--- config.mk ---
export PLATFORM = sky130hd
export DESIGN_NAME = sbh_front
export DESIGN_NICKNAME = d
export VERILOG_FILES = /design/src/rtl/core/sbh_pkg.sv /design/src/rtl/core/sbh_front.sv
export SDC_FILE = /design/constraint.sdc
export NUM_CORES = 1
export LEC_CHECK = 0
export CORE_MARGIN = 10
export CORE_UTILIZATION = 56
export DETAILED_ROUTE_END_ITERATION = 6
export DONT_BUFFER_PORTS = 1
export PLACE_DENSITY = 0.7
export SLEW_MARGIN = 30
export SYNTH_ARGS = -nofsm -noshare
export SYNTH_HDL_FRONTEND = slang
export SYNTH_SLANG_ARGS = --single-unit
--- constraint.sdc ---
create_clock -name i_clk -period 5.4 [get_ports i_clk]
set_clock_uncertainty 0.1 [all_clocks]
set_input_delay 0.54 -clock i_clk [delete_from_list [all_inputs] [get_ports i_clk]]
set_output_delay 0.54 -clock i_clk [all_outputs]
set_load 0.02 [all_outputs]
--- src/rtl/core/sbh_pkg.sv ---
// Shared types, constants and helpers of the symbol and bigram histogram.
package sbh_pkg;

    localparam int SYMBOL_BITS = 8;
    localparam int COUNT_BITS  = 32;
    localparam int BIGRAM_BITS = 2 * SYMBOL_BITS;
    localparam int SYM_DEPTH   = 1 << SYMBOL_BITS;
    localparam int BIG_DEPTH   = 1 << BIGRAM_BITS;

    // Port widths fixed by the item format.
    localparam int CMD_BITS   = 2;
    localparam int BYTE_BITS  = 8;
    localparam int INDEX_BITS = 16;
    localparam int OUT_BITS   = 32;

    // Queue sizing, shared by the request and result queues.
    localparam int QUEUE_DEPTH = 2;
    localparam int QPTR_BITS   = $clog2(QUEUE_DEPTH);
    localparam int QCNT_BITS   = $clog2(QUEUE_DEPTH + 1);

    typedef enum logic [CMD_BITS-1:0] {
        CMD_COUNT  = 2'd0,
        CMD_READ   = 2'd1,
        CMD_CLEAR  = 2'd2,
        CMD_TOTALS = 2'd3
    } t_cmd;

    typedef logic [SYMBOL_BITS-1:0] t_sym;
    typedef logic [BIGRAM_BITS-1:0] t_big;
    typedef logic [COUNT_BITS-1:0]  t_count;
    typedef logic [OUT_BITS-1:0]    t_out;

    // Classified request, as held between front and back.
    typedef struct packed {
        t_cmd cmd;
        t_sym sym;   // symbol to count, or symbol to read
        t_big idx;   // bigram to read
    } t_req;

    typedef struct packed {
        t_out symbol_count;
        t_out overlap_count;
        t_out nonoverlap_count;
        t_out text_length;
        t_out overlap_total;
        t_out nonoverlap_total;
    } t_result;

    function automatic t_count sat_inc(input t_count v);
        return (v == '1) ? v : v + COUNT_BITS'(1);
    endfunction

    // Low output bits of a counter, zero-extended when the counter is narrower.
    function automatic t_out to_out(input t_count v);
        logic [63:0] w;
        w = 64'(v);
        return w[OUT_BITS-1:0];
    endfunction

endpackage

--- src/rtl/core/sbh_front.sv ---
// Front end: accepts requests, classifies them and queues them for the back end.
module sbh_front (
    input  logic                                  i_clk,
    input  logic                                  i_rst_n,
    input  logic                                  i_push,
    output logic                                  o_full,
    input  logic [sbh_pkg::CMD_BITS-1:0]          i_command,
    input  logic [sbh_pkg::BYTE_BITS-1:0]         i_text_byte,
    input  logic [sbh_pkg::INDEX_BITS-1:0]        i_read_index,
    output logic                                  o_valid,
    output sbh_pkg::t_req                         o_req,
    input  logic                                  i_take
);
    import sbh_pkg::*;

    t_req                 r_q [QUEUE_DEPTH];
    logic [QPTR_BITS-1:0] r_wr_ptr;
    logic [QPTR_BITS-1:0] r_rd_ptr;
    logic [QCNT_BITS-1:0] r_cnt;
    t_req                 req_in;
    logic                 wr;
    logic                 rd;

    // Pick the symbol field by command: counted byte or symbol to read.
    always_comb begin
        req_in.cmd = t_cmd'(i_command);
        req_in.idx = i_read_index[BIGRAM_BITS-1:0];
        if (req_in.cmd == CMD_COUNT) begin
            req_in.sym = i_text_byte[SYMBOL_BITS-1:0];
        end else begin
            req_in.sym = i_read_index[SYMBOL_BITS-1:0];
        end
    end

    assign o_full  = (r_cnt == QCNT_BITS'(QUEUE_DEPTH));
    assign o_valid = (r_cnt != '0);
    assign o_req   = r_q[r_rd_ptr];
    assign wr      = i_push && !o_full;
    assign rd      = i_take && o_valid;

    always_ff @(posedge i_clk) begin
        if (!i_rst_n) begin
            r_wr_ptr <= '0;
            r_rd_ptr <= '0;
            r_cnt    <= '0;
        end else begin
            if (wr) begin
                r_q[r_wr_ptr] <= req_in;
                r_wr_ptr      <= r_wr_ptr + QPTR_BITS'(1);
            end
            if (rd) begin
                r_rd_ptr <= r_rd_ptr + QPTR_BITS'(1);
            end
            r_cnt <= r_cnt + QCNT_BITS'(wr) - QCNT_BITS'(rd);
        end
    end

endmodule

After elaboration in Yosys (flattened, before gate mapping). Memory sizes are Yosys's and may differ from the RTL's. A register that Yosys moved wholly into a read port is not among the register bits. Index checks and enable logic that the tools add are counted.

Reductions and logical operators: 5. Equal/unequal tests: 1. Add/sub/neg operators: 4. Muxes and demuxes: 6.

Operators with widths (number): 8-bit 2-to-1 mux (1); 1-bit 2-to-1 mux (5); 1-bit adder (second input constant) (2); 2-bit by 1-bit adder with 2-bit output (1); 2-bit equality test (second input constant) (1); 1-bit logical AND (2); 2-bit logical NOT (1); 2-bit nonzero test (1); 2-bit by 1-bit subtractor with 2-bit output (1); 1-bit logical NOT (1).

RAM bits: 52. Memories kept: 1. Output and inout bits: 28. Input bits: 30. Register bits: 4. Word-level logic and storage cells: 20.

Memory list: r_q (depth 2, bits a word 26, read ports 1, clocked after Yosys merged registers in 1, write ports 1, RTL line sbh_front.sv:16) `t_req r_q [QUEUE_DEPTH];`.

Longest topological paths before layout. Gate-level depths: netlist of the first run.

Word-level depth: 6. Depth in mapped cells: 9. Gate-level depth less buffers: 9.

Worst setup path after synthesis of the first run. No wires, ideal clock.

Path kind: input to register. Start point: in i_rst_n. End point: mem r_q[0][0] (netlist bit) (enable). Setup time: 0.409 ns. Arrival time: 1.738 ns. Cell stages on the path: 2. Path slack: 3.153 ns. Path buffers: 0. Cells stage by stage: nand3_1 nor2_1.

Word-level cells in the longest chain between the ends: 2.

Ends and longest elaborated chain: from (decl) (RTL line sbh_front.sv:4) `input logic i_rst_n,`; 1-bit 2-to-1 mux (RTL line sbh_front.sv:42) `if (!i_rst_n) begin`; 1-bit 2-to-1 mux (not written as such) (RTL line sbh_front.sv:48) `r_q[r_wr_ptr] <= req_in;`; to (decl) (RTL line sbh_front.sv:16).

No other way between the ends.

==> results.py, run 1 <==
metrics = {
    "synth": {
        "ys_ff_latch": 57,
        "syn_area_um2": 2322,
        "synth_nets": 148,
        "yosysSeqAreaShare_pct": 71.55,
        "ys_top_cells_by_area": "edfxtp_1 (67%), mux2_4 (13%), mux2_2 (6.8%), dfxtp_1 (4.3%), buf_12 (1.7%)",
        "synth_top_area_share_pct": 67.24,
        "yosys_warnings": 0,
        "synthCells": 116,
        "ys_types": 20,
        "avgSynthCellArea_um2": 20.02,
        "synth_top_area_cell": "edfxtp_1",
    },
    "cells_and_area": {
        "drive_gt1_share_pct": 41.54,
        "insertedDiodeCount": 0,
        "final_nets": 157,
        "final_common_cell": "edfxtp_1",
        "syn_to_final_growth_pct": 8.082,
        "fin_cells": 180,
        "layout_common_cells": "edfxtp_1 (52), mux2_4 (20), mux2_2 (14)",
        "n_fill_cell": 278,
    },
    "route": {
        "post_drt_via_cell_ratio": 5.500,
        "wl_per_cell_um": 21.27,
        "route.vias.total": 990,
        "drc": 0,
        "drtIter0Drc": 59,
        "wl_mm": 3.828,
        "final_antenna_net_count": 0,
        "first_pass_iters": 4,
    },
    "sta": {
        "period_share_pct": 42.75,
        "slew_headroom_pct": 45.60,
        "setup_violations": 0,
        "hold_viol": 0,
        "fin_tns_setup_ns": 0,
        "max_freq_ghz": 0.4332,
        "rsz0062_at_grt": "no",
        "worst_pin_slew_ns": 0.8161,
        "drv_slew": 0,
        "min_period_ns": 2.308,
    },
    "place": {
        "dpl.hpwl_mm": 2.698,
        "dp_cells": 164,
        "gp_congestion": 0.7635,
        "numPortBuffers": 0,
    },
    "critical_path": {
        "critPathLaunchType": "flip-flop",
        "max_stage_delay_ns": 0.86,
        "path_cells": "mux2_2",
        "path_delay_family": "flip-flops",
        "reg2reg_slack_ns": 3.40,
        "path_class": "flip-flop to primary output",
        "crit_fanout": 26,
        "worstPathRequired_ns": 4.76,
        "slowest_stage": "dfxtp_2",
        "end_kind": "primary output",
        "path_buf_inv": 0,
        "arrival_ns": 1.67,
    },
    "die": {
        "die_w_um": 84.40,
        "die_y_um": 84.40,
        "io_pins": 58,
        "num_rows": 23,
        "start_util_pct": 58.05,
        "fp.dieArea_um2": 7123,
        "core_um2": 4000,
    },
    "clocking": {
        "clkLatencyLatePin_ns": 0.32,
        "clock_sinks": 57,
        "cts_buffer_depth": 2,
        "postCtsHoldBufs": 0,
        "cts_inserted_buffers": 9,
        "post_cts_buffers": 0,
        "cts-htree-levels": 3,
        "ctsRootBufferMaster": "clkbuf_8",
        "clk_pin_slew_worst_paths_ns": 0.06,
        "cts_tree": "yes",
        "cts_resized": 0,
    },
    "global_route": {
        "grt_max_degree": 27,
        "first_global_vias": 1106,
        "antenna_found_initial": 0,
        "grt_pass1_wl_mm": 6.092,
        "grt_overflow": 0,
        "track_usage_pct": 11.19,
    },
    "power_and_ir_drop": {
        "ir_drop_mv": 0.3104,
        "power_w": 0.001156,
        "power_density_nw_per_um2": 460.6,
        "p_leak_nw": 0.8822,
    },
    "worst_hold_path": {
        "hold_path.class": "input port to flip-flop",
    },
    "status": {
        "outcome": "finished, final reports clean",
    },
    "flow_run": {
        "drv_cap": 0,
    },
}
## cell families (layout without fill, tap and decap cells)
logic type | after synthesis | in the layout | synth area share (%)
simple gates | 12 | 12 | 3.179
fa+ha+maj | 2 | 2 | 1.077
flops | 57 | 57 | 71.55
xor+xnor | 3 | 3 | 1.132
mux | 34 | 34 | 19.72
compound gates | 2 | 2 | 0.6468
buf+inv | 6 | 20 | 2.694
## synth_stat cells
master / count
and3_1: 1
nand2b_1: 1
nor2_1: 1
mux2_2: 14
or2_2: 1
o21a_2: 1
ha_1: 2
nor2b_1: 2
nand3_1: 1
and2_1: 3
inv_1: 3
buf_12: 2
dfxtp_1: 5
nand2_1: 1
buf_6: 1
o22ai_1: 1
xnor2_1: 3
edfxtp_1: 52
mux2_4: 20
nor2_4: 1
## stage by stage
stage,hold WS (ns),cell area [um^2],worst slack (ns),util [%]
finish,0.2136,2510,3.092,62.75
global route,0.1905,2510,2.999,62.75
CTS,0.1987,2510,3.052,62.75
detailed placement,0.4203,2346,3.391,58.65
global placement,0.3943,2345,3.247,58.62
floorplan,0.3675,2322,3.153,-
## report_power, final
part / internal [W] / total, W / switching (W)
clock: 0.000175 / 0.000324 / 0.000149
combinational: 0.000117 / 0.000255 / 0.000138
sequential: 0.000530 / 0.000578 / 0.0000474
## layout make-up
class / instances / area, um^2 / share of cell area [%]
Tap cell: 50 / 62.56 / 2.493
Timing Repair Buffer: 1 / 7.507 / 0.2991
Clock inverter: 4 / 18.77 / 0.7478
Inverter: 3 / 11.26 / 0.4487
Multi-Input combinational cell: 53 / 601.8 / 23.98
Sequential cell: 57 / 1663 / 66.25
Clock buffer: 12 / 145.1 / 5.783
## registers in the layout (all words and copies together) (netlist names), named ones only
name	cells
r_cnt	2
r_rd_ptr	1
r_q	52
r_wr_ptr	1
## worst paths after layout
check	startpoint	endpoint	depth (start not counted)
worst max register to register	r_cnt[0]	r_q[0][25]	4
worst min-delay path	i_read_index[13]	r_q[1][13]	0
worst min register to register	r_wr_ptr	r_wr_ptr	2
worst max-delay path	flip-flop	o_req[20]	1
## metal layers
layer | wire length [um] | GRT usage [%] | vias up
li1 | - | - | 461
met1 | 1410 | 10.80 | 480
met2 | 1983 | 18.33 | 42
met3 | 362 | 6.280 | 7
met4 | 72 | 6.737 | 0
met5 | 0 | 0 | -
No activity file was read; power rests on OpenSTA's default activity.
==> run 2, diff against run 1 <==
--- a/config.mk
+++ b/config.mk
@@ -5,6 +5,7 @@
 export SDC_FILE = /design/constraint.sdc
 export NUM_CORES = 1
 export LEC_CHECK = 0
+export ABC_AREA = 1
 export CORE_MARGIN = 10
 export CORE_UTILIZATION = 56
 export DETAILED_ROUTE_END_ITERATION = 6
==> constraint.sdc (replaced) <==
create_clock -name i_clk -period 2.2 [get_ports i_clk]
set_clock_uncertainty 0.1 [all_clocks]
set_input_delay 0.22 -clock i_clk [delete_from_list [all_inputs] [get_ports i_clk]]
set_output_delay 0.22 -clock i_clk [all_outputs]
set_load 0.02 [all_outputs]
==> run 2 against run 1 <==
Routed wire length is 24% higher. Flip-flop and latch count unchanged. Final area grew 12%. Die area increased by 0.58%. Combinational power rose to 3.0 times the previous value. Utilization is 7.0 points higher. Hold slack worse by 0.19 ns. Area after synthesis increased by 0.75%. Sequential share of layout area shrank 7.1 points. First-iteration DRC count grew 69%.
==> results.py, run 2 <==
metrics = {
    "global_route": {
        "first_global_vias": 1418,
        "grt_pass1_wl_mm": 7.417,
        "grt_overflow": 0,
        "grt_util_met3_pct": 7.150,
        "grt_max_degree": 27,
        "grt-busiest-layer": "met2",
        "antenna_found_initial": 0,
        "track_usage_pct": 13.47,
        "gr-usage-met1_pct": 14.18,
        "met2_usage_pct": 21.35,
    },
    "cells_and_area": {
        "syn_to_final_growth_pct": 20.05,
        "layout_common_cells": "edfxtp_1 (52), dlygate4sd3_1 (25), nand2_1 (24)",
        "drive_gt1_share_pct": 23.81,
        "reg.largest.list": "r_q: 52 flops, r_cnt: 2 flops",
        "regArea_um2": 1663,
        "final_nets": 216,
        "insertedDiodeCount": 0,
        "final_common_cell": "edfxtp_1",
        "n_fill_cell": 293,
        "postLayoutCoreUtil_pct": 69.72,
        "multi_input_area_um2": 591.8,
        "stdcell_area_um2": 2809,
        "largest_reg_flops": 52,
        "top_register": "r_q",
    },
    "clocking": {
        "cts_resized": 0,
        "ctsRootBufferMaster": "clkbuf_8",
        "clkLatencyLatePin_ns": 0.32,
        "clock_sinks": 57,
        "cts-htree-levels": 3,
        "cts_tree": "yes",
        "clk_pin_slew_worst_paths_ns": 0.06,
        "cts_inserted_buffers": 9,
        "cts_buffer_depth": 2,
    },
    "synth": {
        "synth-compound-area-share_pct": 2.353,
        "ys_ff_latch": 57,
        "yosysSeqAreaShare_pct": 71.02,
        "synth-simple-area-share_pct": 6.043,
        "synth_edf_count": 52,
        "synth_top_area_share_pct": 66.74,
        "syn_area_um2": 2340,
        "yosys_warnings": 0,
        "ys_types": 13,
        "ys.flop_type": "edfxtp_1",
        "async_flop_share_pct": 0,
        "synth.most_common_cell": "edfxtp_1",
        "synthAdderAreaFrac_pct": 1.070,
        "synth_top_area_cell": "edfxtp_1",
        "synthCells": 146,
        "synth_nets": 178,
        "avgSynthCellArea_um2": 16.03,
        "synth.area.mux_share_pct": 15.72,
        "post_synth_xor_area_fraction_pct": 0,
        "synthTopCellsByCount": "edfxtp_1 (52), nand2_1 (24), mux2_4 (20), nor2_1 (11)",
        "synth_top_family_by_area": "multiplexers",
        "ys_top_cells_by_area": "edfxtp_1 (67%), mux2_4 (13%), dfxtp_1 (4.3%), nand2_1 (3.9%), mux2_2 (2.9%)",
    },
    "flow_run": {
        "drv_cap": 0,
    },
    "status": {
        "outcome": "finished, final reports clean",
    },
    "critical_path": {
        "worstPathRequired_ns": 2.30,
        "crit_fanout": 5,
        "end_kind": "flip-flop",
        "critPathLaunchType": "flip-flop",
        "path_class": "flip-flop to flip-flop",
        "arrival_ns": 1.99,
    },
    "die": {
        "start_util_pct": 58.07,
        "fp.dieArea_um2": 7164,
        "num_rows": 23,
        "die_y_um": 84.64,
        "die_w_um": 84.64,
        "core_um2": 4029,
        "io_pins": 58,
    },
    "route": {
        "final_antenna_net_count": 0,
        "first_pass_iters": 4,
        "drc": 0,
        "wl_per_cell_um": 19.92,
        "drtIter0Drc": 100,
        "route.vias.total": 1289,
        "post_drt_via_cell_ratio": 5.393,
        "wl_mm": 4.761,
    },
    "worst_hold_path": {
        "hold_path.class": "input port to flip-flop",
    },
    "sta": {
        "worst_pin_slew_ns": 0.6535,
        "fin_tns_setup_ns": 0,
        "period_share_pct": 85.58,
        "setup_slack_ns": 0.3173,
        "rsz0062_at_grt": "no",
        "setup_violations": 0,
        "max_freq_ghz": 0.5312,
        "slew_headroom_pct": 56.27,
        "min_period_ns": 1.883,
        "hold_viol": 0,
        "drv_slew": 0,
    },
    "power_and_ir_drop": {
        "p_leak_nw": 1.064,
        "ir_drop_mv": 0.6416,
        "power_density_nw_per_um2": 1046,
        "power_w": 0.002939,
    },
    "place": {
        "place_ws_ns": 0.4595,
        "gp_congestion": 0.7238,
        "dpl.hpwl_mm": 3.019,
        "dpl_cell_area_um2": 2405,
        "numPortBuffers": 0,
    },
}
[run 2: changes by cell type in the layout (fill, tap and decap cells not counted), sizes merged, moves of 4 or more]
cell,before,now
dlygate4sd3,0,25
nand2,1,24
inv,3,10
mux2,34,26
buf,1,5
nor2,2,11
o21ai,0,10
[run 2: layer usage]
metal  vias up  part of all wire [%]  wire, um
met3        10                   8.0       382
met2        48                    50      2377
met1       629                    40      1881
met5         -                     0         0
met4         0                   2.5       119
li1        602                     -         -
[run 2: worst paths after layout]
kind              cells past startpoint          to           start  slack, ns
setup / recovery                     10    r_cnt[1]        r_cnt[1]       0.32
hold / removal                        2  r_q[1][22]  i_text_byte[6]       0.02
hold reg to reg                       2   flip-flop        r_rd_ptr       0.41
setup reg to reg                     10    r_cnt[1]        r_cnt[1]       0.32
[run 2: logic make-up (layout without fill, tap and decap cells)]
logic type	count (synthesis)	after routing
compound gates	11	11
simple gates	37	37
mux	26	26
flops	57	57
fa+ha+maj	2	2
buf+inv	13	56
[run 2: area by class of cell]
cell class / count / share of cell area [%]
sequential: 57 / 59.20
multi-input combinational: 76 / 21.07
timing repair buffer: 30 / 10.69
clock buffer: 11 / 4.677
tap: 50 / 2.227
inverter: 10 / 1.336
clock inverter: 5 / 0.8018
[run 2: repair_timing]
item                                   CTS  global route
buffers inserted                         0             0
endpoints found under the hold margin   53             0
hold buffers                            25             0
[run 2: critical path, stage by stage, from the launching register on]
cell     delay (ns)
dfxtp_1        0.34
inv_1          0.09
o21ai_0        0.31
ha_1           0.30
inv_1          0.06
ha_1           0.16
inv_1          0.05
nand2_1        0.10
nand3_1        0.10
nand2_1        0.09
nor2_1         0.06
[run 2: power by group]
group / switching [W] / internal [W] / total, W
combinational: 0.000456 / 0.000317 / 0.000773
sequential: 0.0000838 / 0.00132 / 0.00140
clock: 0.000371 / 0.000395 / 0.000765
total: 0.000911 / 0.00203 / 0.00294
[run 2: per-stage QoR]
step | hold WS (ns) | cells
final | 0.01960 | 239
after floorplan | 0.2135 | 146
after global routing | 0.02338 | 239
after global placement | 0.2176 | 198
after CTS | 0.001070 | 239
after detailed placement | 0.2190 | 198
