===== src/rtl/core/sbh_pkg.sv =====
// Shared types, constants and helpers of the symbol and bigram histogram.
package sbh_pkg;

    localparam int SYMBOL_BITS = 8;
    localparam int COUNT_BITS  = 32;
    localparam int BIGRAM_BITS = 2 * SYMBOL_BITS;
    localparam int SYM_DEPTH   = 1 << SYMBOL_BITS;
    localparam int BIG_DEPTH   = 1 << BIGRAM_BITS;

    // Port widths fixed by the item format.
    localparam int CMD_BITS   = 2;
    localparam int BYTE_BITS  = 8;
    localparam int INDEX_BITS = 16;
    localparam int OUT_BITS   = 32;

    // Queue sizing, shared by the request and result queues.
    localparam int QUEUE_DEPTH = 2;
    localparam int QPTR_BITS   = $clog2(QUEUE_DEPTH);
    localparam int QCNT_BITS   = $clog2(QUEUE_DEPTH + 1);

    typedef enum logic [CMD_BITS-1:0] {
        CMD_COUNT  = 2'd0,
        CMD_READ   = 2'd1,
        CMD_CLEAR  = 2'd2,
        CMD_TOTALS = 2'd3
    } t_cmd;

    typedef logic [SYMBOL_BITS-1:0] t_sym;
    typedef logic [BIGRAM_BITS-1:0] t_big;
    typedef logic [COUNT_BITS-1:0]  t_count;
    typedef logic [OUT_BITS-1:0]    t_out;

    // Classified request, as held between front and back.
    typedef struct packed {
        t_cmd cmd;
        t_sym sym;   // symbol to count, or symbol to read
        t_big idx;   // bigram to read
    } t_req;

    typedef struct packed {
        t_out symbol_count;
        t_out overlap_count;
        t_out nonoverlap_count;
        t_out text_length;
        t_out overlap_total;
        t_out nonoverlap_total;
    } t_result;

    function automatic t_count sat_inc(input t_count v);
        return (v == '1) ? v : v + COUNT_BITS'(1);
    endfunction

    // Low output bits of a counter, zero-extended when the counter is narrower.
    function automatic t_out to_out(input t_count v);
        logic [63:0] w;
        w = 64'(v);
        return w[OUT_BITS-1:0];
    endfunction

endpackage


===== src/rtl/core/sbh_outq.sv =====
// Result queue: holds finished results until the consumer pops them.
module sbh_outq (
    input  logic             i_clk,
    input  logic             i_rst_n,
    input  logic             i_push,
    input  sbh_pkg::t_result i_data,
    output logic             o_full,
    input  logic             i_pop,
    output logic             o_empty,
    output sbh_pkg::t_result o_data
);
    import sbh_pkg::*;

    t_result              r_q [QUEUE_DEPTH];
    logic [QPTR_BITS-1:0] r_wr_ptr;
    logic [QPTR_BITS-1:0] r_rd_ptr;
    logic [QCNT_BITS-1:0] r_cnt;
    logic                 wr;
    logic                 rd;

    assign o_full  = (r_cnt == QCNT_BITS'(QUEUE_DEPTH));
    assign o_empty = (r_cnt == '0);
    assign o_data  = r_q[r_rd_ptr];
    assign wr      = i_push && !o_full;
    assign rd      = i_pop && !o_empty;

    always_ff @(posedge i_clk) begin
        if (!i_rst_n) begin
            r_wr_ptr <= '0;
            r_rd_ptr <= '0;
            r_cnt    <= '0;
        end else begin
            if (wr) begin
                r_q[r_wr_ptr] <= i_data;
                r_wr_ptr      <= r_wr_ptr + QPTR_BITS'(1);
            end
            if (rd) begin
                r_rd_ptr <= r_rd_ptr + QPTR_BITS'(1);
            end
            r_cnt <= r_cnt + QCNT_BITS'(wr) - QCNT_BITS'(rd);
        end
    end

endmodule


===== config.mk =====
export PLATFORM = sky130hd
export DESIGN_NAME = sbh_outq
export DESIGN_NICKNAME = d
export VERILOG_FILES = /design/src/rtl/core/sbh_pkg.sv /design/src/rtl/core/sbh_outq.sv
export SDC_FILE = /design/constraint.sdc
export NUM_CORES = 1
export LEC_CHECK = 0
export BUFFER_PORTS_ARGS = -buffer_cell sky130_fd_sc_hd__buf_2
export CORE_MARGIN = 4
export CORE_UTILIZATION = 51
export DETAILED_ROUTE_END_ITERATION = 8
export PLACE_DENSITY_LB_ADDON = 0.05
export REMOVE_ABC_BUFFERS = 1
export SYNTH_ARGS = -nofsm -noshare
export SYNTH_HDL_FRONTEND = slang
export SYNTH_SLANG_ARGS = --single-unit

===== constraint.sdc =====
create_clock -name i_clk -period 12.8 [get_ports i_clk]
set_input_delay 0.64 -clock i_clk [delete_from_list [all_inputs] [get_ports i_clk]]
set_output_delay 0.64 -clock i_clk [all_outputs]
set_load 0.01 [all_outputs]

== Word-level counts from Yosys, hierarchy flattened ==
Memories as Yosys holds them, arrays and structs flattened. A register that Yosys moved wholly into a read port is not among the register bits.
Index checks and enable logic that the tools add are counted.

* Equality and inequality tests: 1
* Mux-type cells: 5
* Reductions and logical operators: 5
* Add/subtract/negate cells: 4

{| class="wikitable"
|+ Operator list
! cell !! number
|-
| $mux W1 || 5
|-
| $add A1 B1 Y1 const B || 2
|-
| $add A2 B1 Y2 || 1
|-
| $eq A2 B2 Y1 const B || 1
|-
| $logic_and A1 B1 Y1 || 2
|-
| $logic_not A1 Y1 || 2
|-
| $logic_not A2 Y1 || 1
|-
| $sub A2 B1 Y2 || 1
|}

* RAM bits: 384
* Memories: 1
* Register bits: 4
* Output and inout bits: 194

{| class="wikitable"
|+ Memory list
! memory !! depth !! width !! rd ports !! clocked after Yosys merged registers in !! wr ports !! RTL line !! RTL
|-
| r_q || 2 || 192 || 1 || 1 || 1 || sbh_outq.sv:14 || <nowiki>t_result r_q [QUEUE_DEPTH];</nowiki>
|}

== Depth between registers and ports, before layout ==
Gate-level depths: netlist of the first run.

* Depth after elaboration: 6
* Gate-level depth with buffers: 9
* Mapped depth without buffers: 9

== Worst setup path before layout of the first run ==
No wires, ideal clock.

* Path type: in2reg
* From: in i_rst_n
* To: mem r_q[0][0] in the netlist's numbering (enable)
* Setup time: 0.747 ns
* Path slack: 3.360 ns
* Stages on the path: 2
* Arrival: 8.693 ns
* Data required time: 12.053 ns
* Cell sequence: nand3_1 > nor2_1

* Cells in the longest elaborated chain, start to end: 2

{| class="wikitable"
|+ RTL lines
! what !! RTL line !! RTL
|-
| from (decl) || sbh_outq.sv:4 || <nowiki>input logic i_rst_n,</nowiki>
|-
| $mux W1 || sbh_outq.sv:28 || <nowiki>if (!i_rst_n) begin</nowiki>
|-
| $mux W1 (implied by the code) || sbh_outq.sv:34 || <nowiki>r_q[r_wr_ptr] <= i_data;</nowiki>
|-
| to (decl) || sbh_outq.sv:14 ||
|}

No other way between the ends.

==> flow_summary.ini, run 1 <==
[status]
run_status = finished, final reports clean

[power_and_ir_drop]
power_frac_clock = 0.324
p_leak_nw = 6.479
p_total_mw = 3.234
p_seq_frac = 0.480
switching_share = 0.2516
power.switching_mw = 0.8136
ir_drop_mv = 0.1245
intPower_mw = 2.420
power_per_cell_area_nw_per_um2 = 183.7
combinationalPowerShare = 0.196

[timing]
rsz0062_at_grt = no
worst_pin_slew_ns = 1.103
fmax_mhz = 282.4
setup_viol = 0
slew-limit-headroom = 0.2644
final_hold_viol_count = 0
finalMaxSlewViolations = 0
fin_crit_sh = 0.2766
setup_tns_ns = 0
fin_crit_ns = 3.541
fin_skew_ns = 0.005987

[critical_path]
path_class = flip-flop to primary output
endpoint_kind = primary output
cp_top_family = buffers and inverters
path_cells = buf_4 > mux2_2 > buf_2
max_stage_delay_ns = 0.92
required_ns = 12.16
crit_path_start_kind = flip-flop
crit_arrival_ns = 2.90
rrSetupSlack_ns = 9.87
critPathBufInv = 2
crit_path_top_delay_cell = buf_4
crit_path_max_fanout = 79
reg2reg_from = r_cnt[0]
reg2reg_depth = 5
r2r_end = r_q[0][115]

[die]
die-width_um = 174.6
io_pins = 390
core_area_um2 = 27100
die_h_um = 174.6
dieArea_um2 = 30490
num_rows = 60
initial_core_util = 0.5225

[final_layout]
syn_to_final_growth_pct = 24.33
fin_cells = 1448
fin_nets = 1238
drive_gt1_frac = 0.6000

[synth]
ys_types = 17
seq_area_frac_synth = 0.8214
ys_ff_latch = 389
yosysMostFrequentCell = edfxtp_1
yosysTopAreaCell = edfxtp_1
synth_edf_count = 384
yosys_warnings = 0
synth_area_leaders = edfxtp_1 81%, mux2_2 15%, buf_6 1.6%, dfxtp_1 0.71%, xnor2_1 0.19%
yosysTopAreaCellShare = 0.8144
synthFlopType = edfxtp_1
synth_common_cells = 384 x edfxtp_1, 192 x mux2_2, 20 x buf_6
synth_area_um2 = 14160
synthArstFlopShare = 0
syn_avg_cell_area_um2 = 22.73
syn-instance-count = 623

[detailed_routing]
drt_pre_antenna_iters = 4
vias = 7153
post-route-drc-count = 0
via_per_inst = 4.940
drt_iter0_drc = 465
post_drt_wl_per_cell_um = 20.10
routed_wl_mm = 29.10
ant_nets = 0

[placement]
gp_congestion = 0.7421
hpwl_mm = 19.30
port_buffers = 389
dp.cells = 1370

[clock_network]
clk-insertion-delay-late_ns = 0.51
cts_sinks = 389
cts_max_level = 2
ctsHoldBuffers = 0
ctsResizeCount = 0
cts-buffers-inserted = 40
cts_buffer_depth = 3
cts-root-buf = clkbuf_16
cts_tree = done
cts_setup_buffers = 0
clk_pin_slew_ns = 0.06

[global_route]
grt_max_degree = 80
antenna_found_initial = 10
track_usage = 0.1836
grt_pass1_vias = 7634
grt_pass1_wl_mm = 42.95
gr-total-overflow = 0

[min_path]
whs_endpoint = r_q[1][68]
holdCritPathClass = input port to flip-flop
worstHoldStart = i_data[68]
holdPathStages = 1

[job]
cap_violations = 0
==> cells in the final DEF, fill, tap and decap left out, types with 2 or more instances in the layout <==
master       n
nor2b_1      2
buf_4        7
clkbuf_1    14
xnor2_1      3
diode_2      6
edfxtp_1   384
clkinv_1     7
and2_1       3
clkinv_2     9
dfxtp_1      4
clkbuf_16   41
buf_2      389
ha_1         2
mux2_2     192
inv_1        3
==> stage by stage <==
step | cell area (µm²) | worst slack [ns] | util | hold slack [ns]
floorplan | 13930 | 3.360 | - | 0.4675
global placement | 16410 | 9.591 | 0.6055 | 0.5254
detailed placement | 16410 | 9.614 | 0.6055 | 0.5278
global route | 17600 | 9.107 | 0.6495 | 0.2901
finish | 17610 | 9.259 | 0.6496 | 0.3169
CTS | 17590 | 9.213 | 0.6491 | 0.2865
==> registers in the layout (all words and copies together), names as in the netlist, named ones only <==
name,count
r_q,384
r_cnt,2
r_wr_ptr,1
r_rd_ptr,1
==> kinds of logic (layout without fill, tap and decap cells) <==
group                      after synthesis  count (layout)  synth area share
xor gates and xnor gates                 3               3          0.001856
DFF                                    389             389            0.8214
buffers and inverters                   24             471           0.01705
other                                    0               6                 0
muxes                                  192             192            0.1527
and+or+nand+nor                         11              11          0.004242
adders and majority gates                2               2          0.001767
AOI/OAI and AO/OA                        2               2         0.0009725
==> power groups by stage <==
stage | Clock [mW] | Combinational [mW] | Sequential (mW)
2_1_floorplan | 0 | 0.382 | 1.63
3_3_place_gp | 0 | 0.645 | 1.58
3_5_place_dp | 0 | 0.644 | 1.58
4_1_cts | 1.08 | 0.648 | 1.55
5_1_grt | 1.14 | 0.684 | 1.56
6_report | 1.05 | 0.634 | 1.55
==> worst max path at each step <==
stage	from	endpoint	slack [ns]	cells after the start
after floorplan	i_rst_n	r_q[0][0]	3.36	2
after global placement	i_rst_n	r_q[0][103]	9.59	5
after detailed placement	i_rst_n	r_q[0][188]	9.61	5
after CTS	flip-flop	o_data[128]	9.21	3
after global routing	flip-flop	o_data[183]	9.11	3
final	flip-flop	o_data[183]	9.26	3
==> area by class of cell <==
cell class              count  area (µm²)
clock buffers              55        1079
inverters                   3       11.26
multi-input cells         210        2300
fillers                  1989        9495
well taps                 372       465.4
clock inverters            17       101.3
repair buffers            396        1999
flip-flops and latches    389       11630
diodes                      6       15.01
==> layer usage <==
| layer | global-route usage | part of all wire | vias to the layer above |
|---|---|---|---|
| met5 | 0 | 0.0017 | - |
| met4 | 0.06809 | 0.035 | 10 |
| met3 | 0.07270 | 0.095 | 67 |
| met2 | 0.3094 | 0.50 | 273 |
| met1 | 0.2142 | 0.37 | 3466 |
| li1 | - | - | 3337 |
(Power assumes the default switching activity.)
==> run 2: changes to the inputs <==
Clock period 12.8 ns to 3.3 ns, I/O delays scaled along.
==> run 2 against run 1 <==
Against the previous run:
- combinational power grew to 4.4 times the previous value
- setup slack worse by 8.4 ns
- die area stayed put
- via count up 12%
- hold slack got worse by 0.29 ns
- clock power grew to 4.0 times the previous value
- sequential share of layout area fell by 7.3 points
- register-to-register slack worse by 8.6 ns
- clock skew rose by 0.0074 ns
==> flow_summary.ini, run 2 (synthesis results as in run 1) <==
[timing]
worst_pin_slew_ns = 0.7530
fin_skew_ns = 0.01340
fmax_mhz = 415.5
fin_crit_ns = 2.407
setup_viol = 0
finalMaxSlewViolations = 0
setup_tns_ns = 0
fin_crit_sh = 0.7294
worst_slack_ns = 0.8931
final_hold_viol_count = 0
rsz0062_at_grt = no
slew-limit-headroom = 0.4968

[die]
die-width_um = 174.6
num_rows = 60
core_area_um2 = 27100
initial_core_util = 0.5225
io_pins = 390
die_h_um = 174.6
dieArea_um2 = 30490

[critical_path]
rrSetupSlack_ns = 1.26
required_ns = 3.13
crit_arrival_ns = 2.24
path_class = flip-flop to primary output
crit_path_max_fanout = 74
reg2reg_from = r_cnt[0]
r2r_end = r_q[0][95]
reg2reg_depth = 4
cp-endpoint = o_data[109]
endpoint_kind = primary output
crit_path_start_kind = flip-flop

[final_layout]
reg.largest.list = r_q: 384 flops, r_cnt: 2 flops
fin_nets = 1442
drive_gt1_frac = 0.5098
final_cell_mix = 389 x buf_2, 384 x edfxtp_1, 193 x dlygate4sd3_1
largest_reg_flops = 384
final_common_cell = buf_2
syn_to_final_growth_pct = 39.74
largest_register = r_q

[global_route]
track_usage = 0.2021
grt_max_degree = 75
gr-total-overflow = 0
grt_pass1_vias = 8875
antenna_found_initial = 1
grt_pass1_wl_mm = 48.16

[detailed_routing]
drt_pre_antenna_iters = 4
post_drt_wl_per_cell_um = 19.15
drt_iter0_drc = 466
routed_wl_mm = 31.52
vias = 8013
ant_nets = 0
post-route-drc-count = 0
via_per_inst = 4.868

[placement]
gp_congestion = 0.7508
port_buffers = 389
pre_cts_slack_ns = 1.254
hpwl_mm = 20.15

[job]
cap_violations = 0

[min_path]
holdPathStages = 3
holdCritPathClass = input port to flip-flop

[clock_network]
cts_tree = done
cts_sinks = 389
cts-buffers-inserted = 40
cts_max_level = 2
cts_setup_buffers = 0
clk-insertion-delay-late_ns = 0.51
cts_buffer_depth = 3
clk_pin_slew_ns = 0.06
cts-root-buf = clkbuf_16

[power_and_ir_drop]
p_leak_nw = 7.388
ir_drop_mv = 0.5863
power_per_cell_area_nw_per_um2 = 655.1

[status]
run_status = finished, final reports clean
-- run 2: repair_timing --
action	in CTS	in global routing
hold buffers	193	0
resized for setup	0	0
hold endpoints to repair	389	0
-- run 2: power breakdown --
| part | total [mW] | internal (mW) | switching [mW] |
|---|---|---|---|
| combinational | 2.77 | 1.38 | 1.40 |
| clock | 4.19 | 2.50 | 1.69 |
| sequential | 6.00 | 5.86 | 0.140 |
-- run 2: how the worst min path moves through the flow --
stage / startpoint / to / slack [ns]
global route: i_push / r_wr_ptr / 0.06
finish: i_push / r_wr_ptr / 0.03
floorplan: i_data[0] / r_q[0][0] / 0.26
detailed placement: i_data[107] / r_q[1][107] / 0.36
CTS: i_push / r_wr_ptr / 0.004
global placement: i_data[153] / r_q[1][153] / 0.35
-- run 2: cell type report --
type | instances | area, µm²
Antenna cell | 1 | 2.502
Clock buffer | 52 | 1067
Clock inverter | 19 | 153.9
Fill cell | 1730 | 7315
Inverter | 3 | 11.26
Multi-Input combinational cell | 210 | 2300
Sequential cell | 389 | 11630
Tap cell | 372 | 465.4
Timing Repair Buffer | 600 | 4151
-- run 2: metal layers --
metal	vias up	GRT usage	part of all wire
li1	3741	-	-
met1	3871	0.2340	0.37
met2	320	0.3553	0.51
met3	81	0.06274	0.080
met4	0	0.07561	0.039
met5	-	0	0
-- run 2: stage by stage --
stage	utilization	power [mW]	cells	hold slack, ns	instance area [µm²]
after detailed placement	0.6137	8.701	1381	0.3560	16630
after global routing	0.7301	13.55	1646	0.05647	19790
after CTS	0.7300	13.10	1645	0.004271	19780
final	0.7301	12.96	1646	0.02611	19790
after global placement	0.6137	8.678	1381	0.3522	16630
after floorplan	-	7.811	602	0.2639	13930
-- run 2: critical path, stage by stage, from the launching register on --
cell and delay (ns):
dfxtp_4 0.69, buf_12 0.42, mux2_2 0.41, buf_2 0.15
==> run 3: changes to the inputs <==
Settings changed: ABC_AREA from default to 1.
Clock period 3.3 ns to 2.5 ns, I/O delays scaled along.
==> run 3 against run 2 <==
Against the previous run:
- die area up 0.13%
- first-iteration DRC count down 15%
- sequential share of layout area is 0.33 points higher
- clock skew is 0.0023 ns lower
- global-route usage down 0.19 points
- utilization fell by 0.61 points
- clock power grew 24%
- largest power group unchanged
- wire length is 0.30% higher
==> flow_summary.ini, run 3 <==
[clock_network]
cts_max_level = 2
cts_sinks = 389
cts_setup_buffers = 0
ctsHoldBuffers = 195
clk-insertion-delay-late_ns = 0.50
ctsResizeCount = 0
cts_tree = done
clk_pin_slew_ns = 0.06
cts-root-buf = clkbuf_16
cts_buffer_depth = 3
cts-buffers-inserted = 40

[synth]
seq_area_frac_synth = 0.8203
yosysMostFrequentCell = edfxtp_1
yosysTopAreaCell = edfxtp_1
ys_ff_latch = 389
synth_area_leaders = edfxtp_1 81%, mux2_2 15%, buf_6 1.6%, dfxtp_1 0.71%, inv_1 0.26%
synthFlopType = edfxtp_1
syn-instance-count = 637
syn_avg_cell_area_um2 = 22.26
yosysTopAreaCellShare = 0.8133
synth_common_cells = 384 x edfxtp_1, 192 x mux2_2, 20 x buf_6
synth_edf_count = 384
ys_types = 12
synth_area_um2 = 14180
yosys_warnings = 0
synthArstFlopShare = 0

[critical_path]
reg2reg_depth = 4
crit_path_max_fanout = 95
endpoint_kind = primary output
r2r_end = r_q[1][45]
crit_path_start_kind = flip-flop
path_class = flip-flop to primary output
crit_arrival_ns = 1.92
reg2reg_from = r_cnt[1]
rrSetupSlack_ns = 0.75
required_ns = 2.38

[die]
initial_core_util = 0.5217
num_rows = 60
io_pins = 390
die-width_um = 174.7
dieArea_um2 = 30530
core_area_um2 = 27180
die_h_um = 174.7

[global_route]
grt_pass1_wl_mm = 48.01
track_usage = 0.2002
antenna_found_initial = 2
gr-total-overflow = 0
grt_max_degree = 96
grt_pass1_vias = 8671

[power_and_ir_drop]
p_leak_nw = 7.372
power_per_cell_area_nw_per_um2 = 856.6
ir_drop_mv = 0.6765

[final_layout]
utilization = 0.7240
syn_to_final_growth_pct = 38.78
final_common_cell = buf_2
reg.largest.list = r_q: 384 flops, r_cnt: 2 flops
stdcell_area_um2 = 19680
largest_register = r_q
drive_gt1_frac = 0.5051
fin_nets = 1454
final_cell_mix = 389 x buf_2, 384 x edfxtp_1, 195 x dlygate4sd3_1
largest_reg_flops = 384

[timing]
fmax_mhz = 488.7
finalMaxSlewViolations = 0
fin_crit_sh = 0.8184
hold_ws_ns = 0.3438
fin_crit_ns = 2.046
final_hold_viol_count = 0
rsz0062_at_grt = no
slew-limit-headroom = 0.6363
setup_viol = 0
worst_pin_slew_ns = 0.5455
fin_skew_ns = 0.01109

[detailed_routing]
drt_iter0_drc = 395
vias = 8051
post-route-drc-count = 0
drt_pre_antenna_iters = 4
ant_nets = 0
routed_wl_mm = 31.61
post_drt_wl_per_cell_um = 19.12
via_per_inst = 4.871

[min_path]
holdCritPathClass = input port to flip-flop
holdPathStages = 2
whs_endpoint = r_q[0][61]
worstHoldStart = i_data[61]

[placement]
port_buffers = 389
dpl_cell_area_um2 = 16590
hpwl_mm = 20.04
gp_congestion = 0.7437

[job]
cap_violations = 0

[status]
run_status = finished, final reports clean
==> run 3: changes by cell type after synthesis, moves of 2 or more <==
cell | previous run | this run
and2_1 | 3 | 0
nor2_1 | 2 | 10
xnor2_1 | 3 | 0
nand2_1 | 1 | 8
inv_1 | 3 | 10
o21ai_0 | 0 | 2
nor2b_1 | 2 | 0
==> run 3: where the power goes <==
group | switching, mW | internal, mW | total, mW
clock network | 2.22 | 2.96 | 5.18
registers | 0.126 | 7.82 | 7.95
logic | 1.95 | 1.78 | 3.73
total | 4.29 | 12.6 | 16.9
==> run 3: critical path: stages, from the launching register on <==
cell and delay, ns:
dfxtp_4 0.37, buf_12 0.43, mux2_2 0.42, buf_2 0.15
==> run 3: cell families after synthesis <==
| logic type | count (synthesis) | share of synthesized area |
|---|---|---|
| and+or+nand+nor | 20 | 0.005472 |
| buffers and inverters | 31 | 0.01888 |
| muxes | 192 | 0.1525 |
| adders and majority gates | 2 | 0.001765 |
| AOI/OAI and AO/OA | 3 | 0.001059 |
| DFF | 389 | 0.8203 |
==> run 3: how the worst max path moves through the flow <==
stage,cells past startpoint,from,to,slack [ns]
finish,3,flip-flop,o_data[143],0.45
global route,3,flip-flop,o_data[143],0.37
CTS,3,flip-flop,o_data[53],0.42
detailed placement,4,r_cnt[1],r_q[1][10],0.73
global placement,4,r_cnt[1],r_q[1][10],0.78
floorplan,3,r_cnt[1],r_q[1][0],-6.72
==> run 3: stage by stage <==
step           power (mW)  setup WS (ns)  std cells  setup TNS (ns)
6_report            16.86         0.4540       1653               0
5_1_grt             17.57         0.3713       1653               0
4_1_cts             17.01         0.4150       1651               0
3_5_place_dp        11.59         0.7283       1391               0
3_3_place_gp        11.55         0.7781       1391               0
2_1_floorplan       10.34         -6.725        616        -2300.93
==> run 3: final cells by class <==
class	instances	area (µm²)
diodes	2	5.005
clock buffers	47	1049
clock inverters	18	76.32
fillers	1785	7500
inverters	10	42.54
multi-input cells	217	2287
flip-flops and latches	389	11630
well taps	372	465.4
repair buffers	598	4116
==> run 3: layer usage <==
metal	up-vias	routed length (µm)	global-route usage
li1	3771	-	-
met1	3966	12130	0.2399
met2	273	16460	0.3560
met3	41	2296	0.05928
met4	0	724	0.05303
met5	-	0	0
